### src/rtl/core/deq_pkg.sv
// Package for the double-ended queue: request, response and internal task
// types, command, operation and status codes. It depends on nothing else.
package deq_pkg;

   localparam logic [3:0] CMD_PUSH_BACK  = 4'd0;
   localparam logic [3:0] CMD_PUSH_FRONT = 4'd1;
   localparam logic [3:0] CMD_POP_BACK   = 4'd2;
   localparam logic [3:0] CMD_POP_FRONT  = 4'd3;
   localparam logic [3:0] CMD_READ_INDEX = 4'd4;
   localparam logic [3:0] CMD_FIRST      = 4'd5;
   localparam logic [3:0] CMD_LAST       = 4'd6;
   localparam logic [3:0] CMD_FIND       = 4'd7;
   localparam logic [3:0] CMD_REVERSE    = 4'd8;
   localparam logic [3:0] CMD_CLEAR      = 4'd9;

   localparam logic [2:0] OP_NOP     = 3'd0;
   localparam logic [2:0] OP_PUSH    = 3'd1;
   localparam logic [2:0] OP_POP     = 3'd2;
   localparam logic [2:0] OP_READ    = 3'd3;
   localparam logic [2:0] OP_FIND    = 3'd4;
   localparam logic [2:0] OP_REVERSE = 3'd5;
   localparam logic [2:0] OP_CLEAR   = 3'd6;

   localparam logic [2:0] STAT_OK        = 3'd0;
   localparam logic [2:0] STAT_EMPTY     = 3'd1;
   localparam logic [2:0] STAT_RANGE     = 3'd2;
   localparam logic [2:0] STAT_FULL      = 3'd3;
   localparam logic [2:0] STAT_NOT_FOUND = 3'd4;

   typedef struct packed {
      logic [3:0]  command;
      logic [31:0] value;
      logic [3:0]  position;
   } deq_req_type;

   typedef struct packed {
      logic [31:0] result_data;
      logic [3:0]  found_position;
      logic [2:0]  status;
      logic [4:0]  occupancy;
   } deq_rsp_type;

   // A decoded request as it waits between the front and the back end.
   // sel_last picks the logical back end for push, pop and first/last reads.
   typedef struct packed {
      logic [2:0]  op;
      logic        sel_last;
      logic        by_pos;
      logic [31:0] value;
      logic [3:0]  position;
   } deq_task_type;

   // Handshake between the decode queue and the execution unit.
   typedef struct packed {
      logic         valid;
      deq_task_type work;
   } deq_issue_type;

endpackage

### src/rtl/core/deq_ram.sv
// Generic single-write, single-read RAM with a registered read port.
// Self-contained; used for the entry store of the double-ended queue.
module deq_ram #(
   parameter int WIDTH = 32,
   parameter int DEPTH = 16
) (
   input  logic                     clock,
   input  logic                     wr_en,
   input  logic [$clog2(DEPTH)-1:0] wr_addr,
   input  logic [WIDTH-1:0]         wr_data,
   input  logic                     rd_en,
   input  logic [$clog2(DEPTH)-1:0] rd_addr,
   output logic [WIDTH-1:0]         rd_data
);

   logic [WIDTH-1:0] mem_ff [DEPTH];
   logic [WIDTH-1:0] rd_data_ff;

   always_ff @(posedge clock) begin
      if (wr_en) begin
         mem_ff[wr_addr] <= wr_data;
      end
      if (rd_en) begin
         rd_data_ff <= mem_ff[rd_addr];
      end
   end

   assign rd_data = rd_data_ff;

endmodule

### src/rtl/core/deq_front.sv
// Front end of the double-ended queue: takes requests, decodes each command
// into an operation and holds it in a two-entry queue. Uses deq_pkg.
module deq_front (
   input  logic                 clock,
   input  logic                 reset,
   input  logic                 req_valid,
   output logic                 req_ready,
   input  deq_pkg::deq_req_type req_data,
   output deq_pkg::deq_issue_type issue,
   input  logic                 issue_take
);

   deq_pkg::deq_task_type q_ff [2];
   logic                  wr_ptr_ff, wr_ptr_in;
   logic                  rd_ptr_ff, rd_ptr_in;
   logic [1:0]            fill_ff, fill_in;
   deq_pkg::deq_task_type decoded;
   logic                  push;
   logic                  pop;

   always_comb begin
      decoded.op       = deq_pkg::OP_NOP;
      decoded.sel_last = 1'b0;
      decoded.by_pos   = 1'b0;
      decoded.value    = req_data.value;
      decoded.position = req_data.position;
      unique case (req_data.command) inside
         deq_pkg::CMD_PUSH_BACK: begin
            decoded.op       = deq_pkg::OP_PUSH;
            decoded.sel_last = 1'b1;
         end
         deq_pkg::CMD_PUSH_FRONT: begin
            decoded.op = deq_pkg::OP_PUSH;
         end
         deq_pkg::CMD_POP_BACK: begin
            decoded.op       = deq_pkg::OP_POP;
            decoded.sel_last = 1'b1;
         end
         deq_pkg::CMD_POP_FRONT: begin
            decoded.op = deq_pkg::OP_POP;
         end
         deq_pkg::CMD_READ_INDEX: begin
            decoded.op     = deq_pkg::OP_READ;
            decoded.by_pos = 1'b1;
         end
         deq_pkg::CMD_FIRST: begin
            decoded.op = deq_pkg::OP_READ;
         end
         deq_pkg::CMD_LAST: begin
            decoded.op       = deq_pkg::OP_READ;
            decoded.sel_last = 1'b1;
         end
         deq_pkg::CMD_FIND: begin
            decoded.op = deq_pkg::OP_FIND;
         end
         deq_pkg::CMD_REVERSE: begin
            decoded.op = deq_pkg::OP_REVERSE;
         end
         deq_pkg::CMD_CLEAR: begin
            decoded.op = deq_pkg::OP_CLEAR;
         end
         default: begin
            decoded.op = deq_pkg::OP_NOP;
         end
      endcase
   end

   assign req_ready   = (fill_ff != 2'd2);
   assign push        = req_valid && req_ready;
   assign issue.valid = (fill_ff != 2'd0);
   assign issue.work  = q_ff[rd_ptr_ff];
   assign pop         = issue.valid && issue_take;

   always_comb begin
      wr_ptr_in = push ? ~wr_ptr_ff : wr_ptr_ff;
      rd_ptr_in = pop ? ~rd_ptr_ff : rd_ptr_ff;
      fill_in   = fill_ff;
      if (push && !pop) begin
         fill_in = fill_ff + 2'd1;
      end else if (pop && !push) begin
         fill_in = fill_ff - 2'd1;
      end
   end

   always_ff @(posedge clock) begin
      if (reset) begin
         wr_ptr_ff <= 1'b0;
         rd_ptr_ff <= 1'b0;
         fill_ff   <= 2'd0;
      end else begin
         wr_ptr_ff <= wr_ptr_in;
         rd_ptr_ff <= rd_ptr_in;
         fill_ff   <= fill_in;
      end
   end

   always_ff @(posedge clock) begin
      if (push) begin
         q_ff[wr_ptr_ff] <= decoded;
      end
   end

endmodule

### src/rtl/core/deq_back.sv
// Back end of the double-ended queue: carries out decoded operations on the
// ring store and drives the response register. Uses deq_pkg and deq_ram.
module deq_back #(
   parameter int DEPTH      = 16,
   parameter int DATA_WIDTH = 32
) (
   input  logic                   clock,
   input  logic                   reset,
   input  deq_pkg::deq_issue_type issue,
   output logic                   issue_take,
   output logic                   rsp_valid,
   input  logic                   rsp_ready,
   output deq_pkg::deq_rsp_type   rsp_data
);

   localparam int PTR_W = $clog2(DEPTH);
   localparam int CNT_W = $clog2(DEPTH + 1);
   localparam int IDX_W = (CNT_W > 4) ? CNT_W : 4;
   localparam logic [PTR_W:0]   DEPTH_S = (PTR_W + 1)'(DEPTH);
   localparam logic [CNT_W-1:0] DEPTH_C = CNT_W'(DEPTH);
   localparam logic [PTR_W-1:0] LAST_SLOT = PTR_W'(DEPTH - 1);

   localparam logic [1:0] ST_IDLE = 2'd0;
   localparam logic [1:0] ST_READ = 2'd1;
   localparam logic [1:0] ST_FIND = 2'd2;

   logic [1:0]            state_ff, state_in;
   logic [PTR_W-1:0]      front_ff, front_in;
   logic [CNT_W-1:0]      count_ff, count_in;
   logic                  rev_ff, rev_in;
   logic [CNT_W-1:0]      idx_ff, idx_in;
   logic [DATA_WIDTH-1:0] key_ff, key_in;
   deq_pkg::deq_rsp_type  rsp_ff, rsp_in;
   logic                  rsp_valid_ff, rsp_valid_in;

   logic                  wr_en;
   logic [PTR_W-1:0]      wr_addr;
   logic                  rd_en;
   logic [PTR_W-1:0]      rd_addr;
   logic [DATA_WIDTH-1:0] rd_data;
   logic [63:0]           rd_wide;

   logic                  out_free;
   logic                  emit;
   logic [31:0]           emit_data;
   logic [3:0]            emit_found;
   logic [2:0]            emit_status;
   logic                  at_low;
   deq_pkg::deq_task_type work;

   // Physical slot of a logical index; the index is at most the count.
   function automatic logic [PTR_W-1:0] slot_of(input logic [PTR_W-1:0] fp,
                                                 input logic [CNT_W-1:0] cnt,
                                                 input logic             rv,
                                                 input logic [CNT_W-1:0] li);
      logic [CNT_W-1:0] off;
      logic [PTR_W:0]   sum;
      begin
         off = rv ? (cnt - CNT_W'(1) - li) : li;
         sum = {1'b0, fp} + (PTR_W + 1)'(off);
         if (sum >= DEPTH_S) begin
            sum = sum - DEPTH_S;
         end
         slot_of = sum[PTR_W-1:0];
      end
   endfunction

   deq_ram #(
      .WIDTH (DATA_WIDTH),
      .DEPTH (DEPTH)
   ) u_store (
      .clock   (clock),
      .wr_en   (wr_en),
      .wr_addr (wr_addr),
      .wr_data (DATA_WIDTH'(work.value)),
      .rd_en   (rd_en),
      .rd_addr (rd_addr),
      .rd_data (rd_data)
   );

   assign work     = issue.work;
   assign rd_wide  = 64'(rd_data);
   assign out_free = !rsp_valid_ff || rsp_ready;
   assign at_low   = (!work.sel_last) ^ rev_ff;

   always_comb begin
      state_in     = state_ff;
      front_in     = front_ff;
      count_in     = count_ff;
      rev_in       = rev_ff;
      idx_in       = idx_ff;
      key_in       = key_ff;
      rsp_in       = rsp_ff;
      rsp_valid_in = rsp_valid_ff && !rsp_ready;
      issue_take   = 1'b0;
      wr_en        = 1'b0;
      wr_addr      = front_ff;
      rd_en        = 1'b0;
      rd_addr      = front_ff;
      emit         = 1'b0;
      emit_data    = 32'd0;
      emit_found   = 4'd0;
      emit_status  = deq_pkg::STAT_OK;

      unique case (state_ff)
         ST_IDLE: begin
            if (issue.valid && out_free) begin
               issue_take = 1'b1;
               unique case (work.op)
                  deq_pkg::OP_PUSH: begin
                     emit = 1'b1;
                     if (count_ff == DEPTH_C) begin
                        emit_status = deq_pkg::STAT_FULL;
                     end else begin
                        wr_en    = 1'b1;
                        count_in = count_ff + CNT_W'(1);
                        if (at_low) begin
                           front_in = (front_ff == '0) ? LAST_SLOT
                                                       : front_ff - PTR_W'(1);
                           wr_addr  = front_in;
                        end else begin
                           wr_addr = slot_of(front_ff, count_ff, 1'b0, count_ff);
                        end
                     end
                  end
                  deq_pkg::OP_POP: begin
                     if (count_ff == '0) begin
                        emit        = 1'b1;
                        emit_status = deq_pkg::STAT_EMPTY;
                     end else begin
                        rd_en    = 1'b1;
                        rd_addr  = slot_of(front_ff, count_ff, rev_ff,
                                           work.sel_last ? count_ff - CNT_W'(1) : '0);
                        count_in = count_ff - CNT_W'(1);
                        if (at_low) begin
                           front_in = (front_ff == LAST_SLOT) ? '0
                                                              : front_ff + PTR_W'(1);
                        end
                        state_in = ST_READ;
                     end
                  end
                  deq_pkg::OP_READ: begin
                     if (work.by_pos) begin
                        if (IDX_W'(work.position) >= IDX_W'(count_ff)) begin
                           emit        = 1'b1;
                           emit_status = deq_pkg::STAT_RANGE;
                        end else begin
                           rd_en    = 1'b1;
                           rd_addr  = slot_of(front_ff, count_ff, rev_ff,
                                              CNT_W'(work.position));
                           state_in = ST_READ;
                        end
                     end else if (count_ff == '0) begin
                        emit        = 1'b1;
                        emit_status = deq_pkg::STAT_EMPTY;
                     end else begin
                        rd_en    = 1'b1;
                        rd_addr  = slot_of(front_ff, count_ff, rev_ff,
                                           work.sel_last ? count_ff - CNT_W'(1) : '0);
                        state_in = ST_READ;
                     end
                  end
                  deq_pkg::OP_FIND: begin
                     key_in = DATA_WIDTH'(work.value);
                     idx_in = '0;
                     if (count_ff == '0) begin
                        emit        = 1'b1;
                        emit_status = deq_pkg::STAT_NOT_FOUND;
                     end else begin
                        rd_en    = 1'b1;
                        rd_addr  = slot_of(front_ff, count_ff, rev_ff, '0);
                        state_in = ST_FIND;
                     end
                  end
                  deq_pkg::OP_REVERSE: begin
                     emit   = 1'b1;
                     rev_in = !rev_ff;
                  end
                  deq_pkg::OP_CLEAR: begin
                     emit     = 1'b1;
                     front_in = '0;
                     count_in = '0;
                     rev_in   = 1'b0;
                  end
                  default: begin
                     emit = 1'b1;
                  end
               endcase
            end
         end
         ST_READ: begin
            emit      = 1'b1;
            emit_data = rd_wide[31:0];
            state_in  = ST_IDLE;
         end
         ST_FIND: begin
            // Compares the word read last cycle while fetching the next one.
            if (rd_data == key_ff) begin
               emit       = 1'b1;
               emit_found = 4'(idx_ff);
               state_in   = ST_IDLE;
            end else if (idx_ff + CNT_W'(1) == count_ff) begin
               emit        = 1'b1;
               emit_status = deq_pkg::STAT_NOT_FOUND;
               state_in    = ST_IDLE;
            end else begin
               idx_in  = idx_ff + CNT_W'(1);
               rd_en   = 1'b1;
               rd_addr = slot_of(front_ff, count_ff, rev_ff, idx_in);
            end
         end
         default: begin
            state_in = ST_IDLE;
         end
      endcase

      if (emit) begin
         rsp_valid_in          = 1'b1;
         rsp_in.result_data    = emit_data;
         rsp_in.found_position = emit_found;
         rsp_in.status         = emit_status;
         rsp_in.occupancy      = 5'(count_in);
      end
   end

   always_ff @(posedge clock) begin
      if (reset) begin
         state_ff     <= ST_IDLE;
         front_ff     <= '0;
         count_ff     <= '0;
         rev_ff       <= 1'b0;
         rsp_valid_ff <= 1'b0;
      end else begin
         state_ff     <= state_in;
         front_ff     <= front_in;
         count_ff     <= count_in;
         rev_ff       <= rev_in;
         rsp_valid_ff <= rsp_valid_in;
      end
   end

   always_ff @(posedge clock) begin
      idx_ff <= idx_in;
      key_ff <= key_in;
      rsp_ff <= rsp_in;
   end

   assign rsp_valid = rsp_valid_ff;
   assign rsp_data  = rsp_ff;

endmodule

### src/rtl/core/double_ended_queue_core.sv
// Double-ended queue of DEPTH words of DATA_WIDTH bits held in a ring RAM.
// Each request gives exactly one response. Requests are decoded into a
// two-entry queue, so a new request is taken while the previous one runs or
// its response waits. The execution unit handles one request at a time:
// push, reverse, clear, unused codes and every refused request are answered
// from the idle state; pop, indexed read, first and last wait in a read
// state for the registered RAM read; find compares the entries in turn, up
// to the number held, as it walks the ring one RAM read per cycle.
// After reset the queue is empty; no clearing pass is needed.
// Depends on deq_pkg, deq_front, deq_back and deq_ram.
module double_ended_queue_core #(
   parameter int DEPTH      = 16,
   parameter int DATA_WIDTH = 32
) (
   input  logic                 clock,
   input  logic                 reset,
   input  logic                 req_valid,
   output logic                 req_ready,
   input  deq_pkg::deq_req_type req_data,
   output logic                 rsp_valid,
   input  logic                 rsp_ready,
   output deq_pkg::deq_rsp_type rsp_data
);

   deq_pkg::deq_issue_type issue;
   logic                   issue_take;

   deq_front u_front (
      .clock      (clock),
      .reset      (reset),
      .req_valid  (req_valid),
      .req_ready  (req_ready),
      .req_data   (req_data),
      .issue      (issue),
      .issue_take (issue_take)
   );

   deq_back #(
      .DEPTH      (DEPTH),
      .DATA_WIDTH (DATA_WIDTH)
   ) u_back (
      .clock      (clock),
      .reset      (reset),
      .issue      (issue),
      .issue_take (issue_take),
      .rsp_valid  (rsp_valid),
      .rsp_ready  (rsp_ready),
      .rsp_data   (rsp_data)
   );

endmodule
### config.mk
export PLATFORM = sky130hd
export DESIGN_NAME = double_ended_queue_core
export DESIGN_NICKNAME = d
export VERILOG_FILES = /design/src/rtl/core/deq_pkg.sv /design/src/rtl/core/deq_ram.sv /design/src/rtl/core/deq_front.sv /design/src/rtl/core/deq_back.sv /design/src/rtl/core/double_ended_queue_core.sv
export SDC_FILE = /design/constraint.sdc
export NUM_CORES = 1
export LEC_CHECK = 0
export ABC_CLOCK_PERIOD_IN_PS = 11400
export BUFFER_PORTS_ARGS = -buffer_cell sky130_fd_sc_hd__buf_2
export CORE_MARGIN = 3
export CORE_UTILIZATION = 60
export DETAILED_ROUTE_END_ITERATION = 10
export PLACE_DENSITY = 0.82
export SYNTH_ARGS = -nofsm -noshare
export SYNTH_HDL_FRONTEND = slang
export SYNTH_SLANG_ARGS = --single-unit
### constraint.sdc
create_clock -name clock -period 11.4 [get_ports clock]
set_clock_uncertainty 0.05 [all_clocks]
set_input_delay 2.28 -clock clock [delete_from_list [all_inputs] [get_ports clock]]
set_output_delay 2.28 -clock clock [all_outputs]
set_load 0.005 [all_outputs]
==> results.json <==
{
  "status": "finished, final reports clean",
  "synth_area_um2": 30900,
  "nets": 2014,
  "dp.final_hpwl_mm": 35.7,
  "io_buffers": 89,
  "cts_tree": "yes",
  "rsz0062_at_grt": "false",
  "post_cts_buffers": 0,
  "rows": 82,
  "vdd_drop_max_v": 0.000191,
  "leakage_nw": 13.7,
  "gp_congestion": 0.870,
  "ant_nets": 0,
  "required_ps": 11670,
  "path_buf_inv": 3,
  "p_seq_frac": 0.446,
  "async_reset_ff_frac": 0,
  "initial_core_util": 0.612,
  "p_clk_frac": 0.299,
  "finalCritPeriodShare": 0.547,
  "critPathTopFamily": "buffers and inverters",
  "tns_ps": 0,
  "hold_path_class": "reg -> reg",
  "io_pins": 90,
  "finalSetupViolCount": 0,
  "die_x_um": 233,
  "vias_per_cell": 6.05,
  "synth_nets": 1902,
  "numClockSinks": 725,
  "wl_mm": 66.1,
  "powerDensity_nw_per_um2": 227,
  "hold_end": "u_front.fill_ff[1]$_SDFFE_PP0P_",
  "p_switching_mw": 2.30,
  "layout_commonest_cell": "edfxtp_1",
  "ys_ff_latch": 725,
  "pwr-share-comb": 0.255,
  "fmax_ghz": 0.160,
  "cts-resized-gates": 0,
  "wl_per_cell_um": 24.9,
  "hold_viol": 0,
  "drt_iter0_markers": 1530,
  "netlist_instances": 1817,
  "layout_common_cells": "edfxtp_1 (707), mux2i_1 (488), buf_2 (89), clkbuf_16 (74), xor2_1 (47)",
  "cp_slowest_cell": "buf_4",
  "antenna_found_initial": 1,
  "vias": 16100,
  "grt_use_total": 0.246,
  "endpoint_kind": "flip-flop",
  "maxCapViolCount": 0,
  "swShare": 0.295,
  "clockBufferDepth": 3,
  "syn2layout_area_growth_pct": 11.2,
  "clockRootBuffer": "clkbuf_16",
  "ctsHoldBuffers": 0,
  "clk_latency_ps": 620,
  "slew_viol_final": 0,
  "fin_total_pwr_mw": 7.79,
  "synth_cell_types": 80,
  "startpoint_type": "flip-flop",
  "grt_max_degree": 137,
  "path_class": "reg -> reg",
  "overflow": 0,
  "layout-drive-gt1-share": 0.157,
  "fp.dieH_um": 233,
  "min_period_ps": 6240,
  "diodes": 0,
  "dr.pass1.iters": 5,
  "ys_warn_count": 0,
  "min_path_cells": 2,
  "grt_pass1_vias": 16100,
  "synth.avg_cell_area_um2": 17.0,
  "relSlewSlack": 0.279,
  "synth-edff-count": 707,
  "slowest_delay_ps": 880,
  "hp-start": "u_front.fill_ff[1]$_SDFFE_PP0P_",
  "path_clk_slew_ps": 60,
  "critPathMostFrequentCell": "mux2i_1",
  "power.internal_mw": 5.49,
  "dieArea_um2": 54200,
  "critPathMaxFanout": 54,
  "grt_pass1_wl_mm": 98.0,
  "rrSetupSlack_ps": 5160,
  "drc": 0,
  "worst_pin_slew_ps": 1080,
  "ctsHtreeMaxLevel": 3,
  "numCtsBuffers": 72,
  "arrival_ps": 6510,
  "path_cells": "buf_4 > mux2_2 > ha_1 > fa_1 > nand2_1 > o21a_1 > inv_1 > fa_1 > o32a_1 > nor2_1 > a2111oi_2 > o311a_4 > buf_4 > mux2i_1 > mux2i_1 > mux2i_1",
  "crit-reg2reg-capture": "u_back.u_store.rd_data[25]$_DFFE_PP_",
  "rr_worst_depth": 16,
  "core-area_um2": 50500,
  "ys_seq_area_frac": 0.699,
  "synthFlopType": "edfxtp_1"
}
## power groups by stage
stage	Clock (mW)	Sequential [mW]	Combinational [mW]
floorplan	0	3.52	1.47
global placement	0	3.51	1.90
detailed placement	0	3.52	1.97
CTS	2.37	3.47	1.99
global route	2.48	3.49	2.15
finish	2.33	3.47	1.99
## through the flow
step | hold WS (ps) | util | std cells | instance area [um^2] | worst slack (ps)
2_1_floorplan | 417 | - | 1817 | 30900 | 5580
3_3_place_gp | 428 | 0.634 | 2527 | 32000 | 5250
3_5_place_dp | 451 | 0.634 | 2527 | 32000 | 5040
4_1_cts | 459 | 0.681 | 2658 | 34400 | 5150
5_1_grt | 510 | 0.681 | 2658 | 34400 | 4860
6_report | 457 | 0.681 | 2658 | 34400 | 5160
## state kept, by name, indices dropped and copies added, names as in the netlist, 2 cells and up, named ones only
name / flops
u_back.u_store.mem_ff: 512
u_front.q_ff: 82
u_back.rsp_data: 44
u_back.key_ff: 32
u_back.u_store.rd_data: 32
u_back.count_ff: 5
u_back.idx_ff: 5
u_back.front_ff: 4
u_back.state_ff: 2
u_front.fill_ff: 2
## logic make-up after synthesis
family	synth area share
compound gates	0.0262
buf+inv	0.0231
fa+ha+maj	0.0183
xor+xnor	0.0204
other cells	0.000243
mux	0.174
flops	0.699
simple gates	0.0392
## synth_stat cells, types with 3 or more instances
cell type / count / share of area
ha_1: 34 / 0.014
o21ai_0: 31 / 0.0050
dfxtp_1: 18 / 0.012
edfxtp_1: 707 / 0.69
nor4_1: 11 / 0.0022
clkbuf_1: 18 / 0.0022
mux2i_1: 488 / 0.16
inv_1: 25 / 0.0030
nor2b_1: 12 / 0.0024
nor2_1: 61 / 0.0074
nand2_1: 42 / 0.0051
clkbuf_4: 3 / 0.00073
nor3_1: 8 / 0.0013
xnor2_1: 14 / 0.0040
and2_1: 36 / 0.0073
or2_2: 3 / 0.00061
a22oi_1: 3 / 0.00073
and3_1: 8 / 0.0016
o21ai_1: 3 / 0.00049
or3_1: 4 / 0.00081
buf_2: 21 / 0.0034
nand2b_1: 9 / 0.0018
o31ai_1: 3 / 0.00073
a31oi_1: 4 / 0.00081
a21o_1: 8 / 0.0019
nand4_1: 4 / 0.00081
xor2_1: 47 / 0.013
fa_1: 7 / 0.0045
buf_6: 33 / 0.012
a32o_1: 4 / 0.0013
nand3_1: 13 / 0.0021
o22ai_1: 5 / 0.0010
a21oi_1: 29 / 0.0047
mux2_2: 38 / 0.014
buf_4: 5 / 0.0012
## final cells by class
class	instances	area [um^2]
tap	672	841
clock inverter	49	462
fill	3239	16100
multi-input combinational	983	8780
clock buffer	82	1880
inverter	27	103
sequential	725	21600
timing repair buffer	120	703
## tightest hold or removal path: cells and delay by family, from the launching register on
family / cells / cell delay, ps
AOI/OAI and AO/OA: 2 / 140
DFF: 1 / 320
## how the worst max path moves through the flow
stage                          from  slack (ps)                              endpoint  cells past startpoint
after global routing      flip-flop        4860  u_back.u_store.rd_data[25]$_DFFE_PP_                     16
final                     flip-flop        5160  u_back.u_store.rd_data[25]$_DFFE_PP_                     16
after detailed placement  rsp_ready        5040  u_back.u_store.rd_data[28]$_DFFE_PP_                     11
after CTS                 flip-flop        5150  u_back.u_store.rd_data[25]$_DFFE_PP_                     16
after global placement    rsp_ready        5250  u_back.u_store.rd_data[28]$_DFFE_PP_                     11
after floorplan           rsp_ready        5580   u_back.u_store.rd_data[0]$_DFFE_PP_                      5
## routing by layer
layer	vias to the layer above	part of all wire	GRT usage
met5	-	0	0
met4	0	0.029	0.0885
met3	127	0.067	0.0413
met2	584	0.49	0.407
met1	8163	0.41	0.333
li1	7216	-	-
Note: power is estimated with default switching activity, not from simulation.
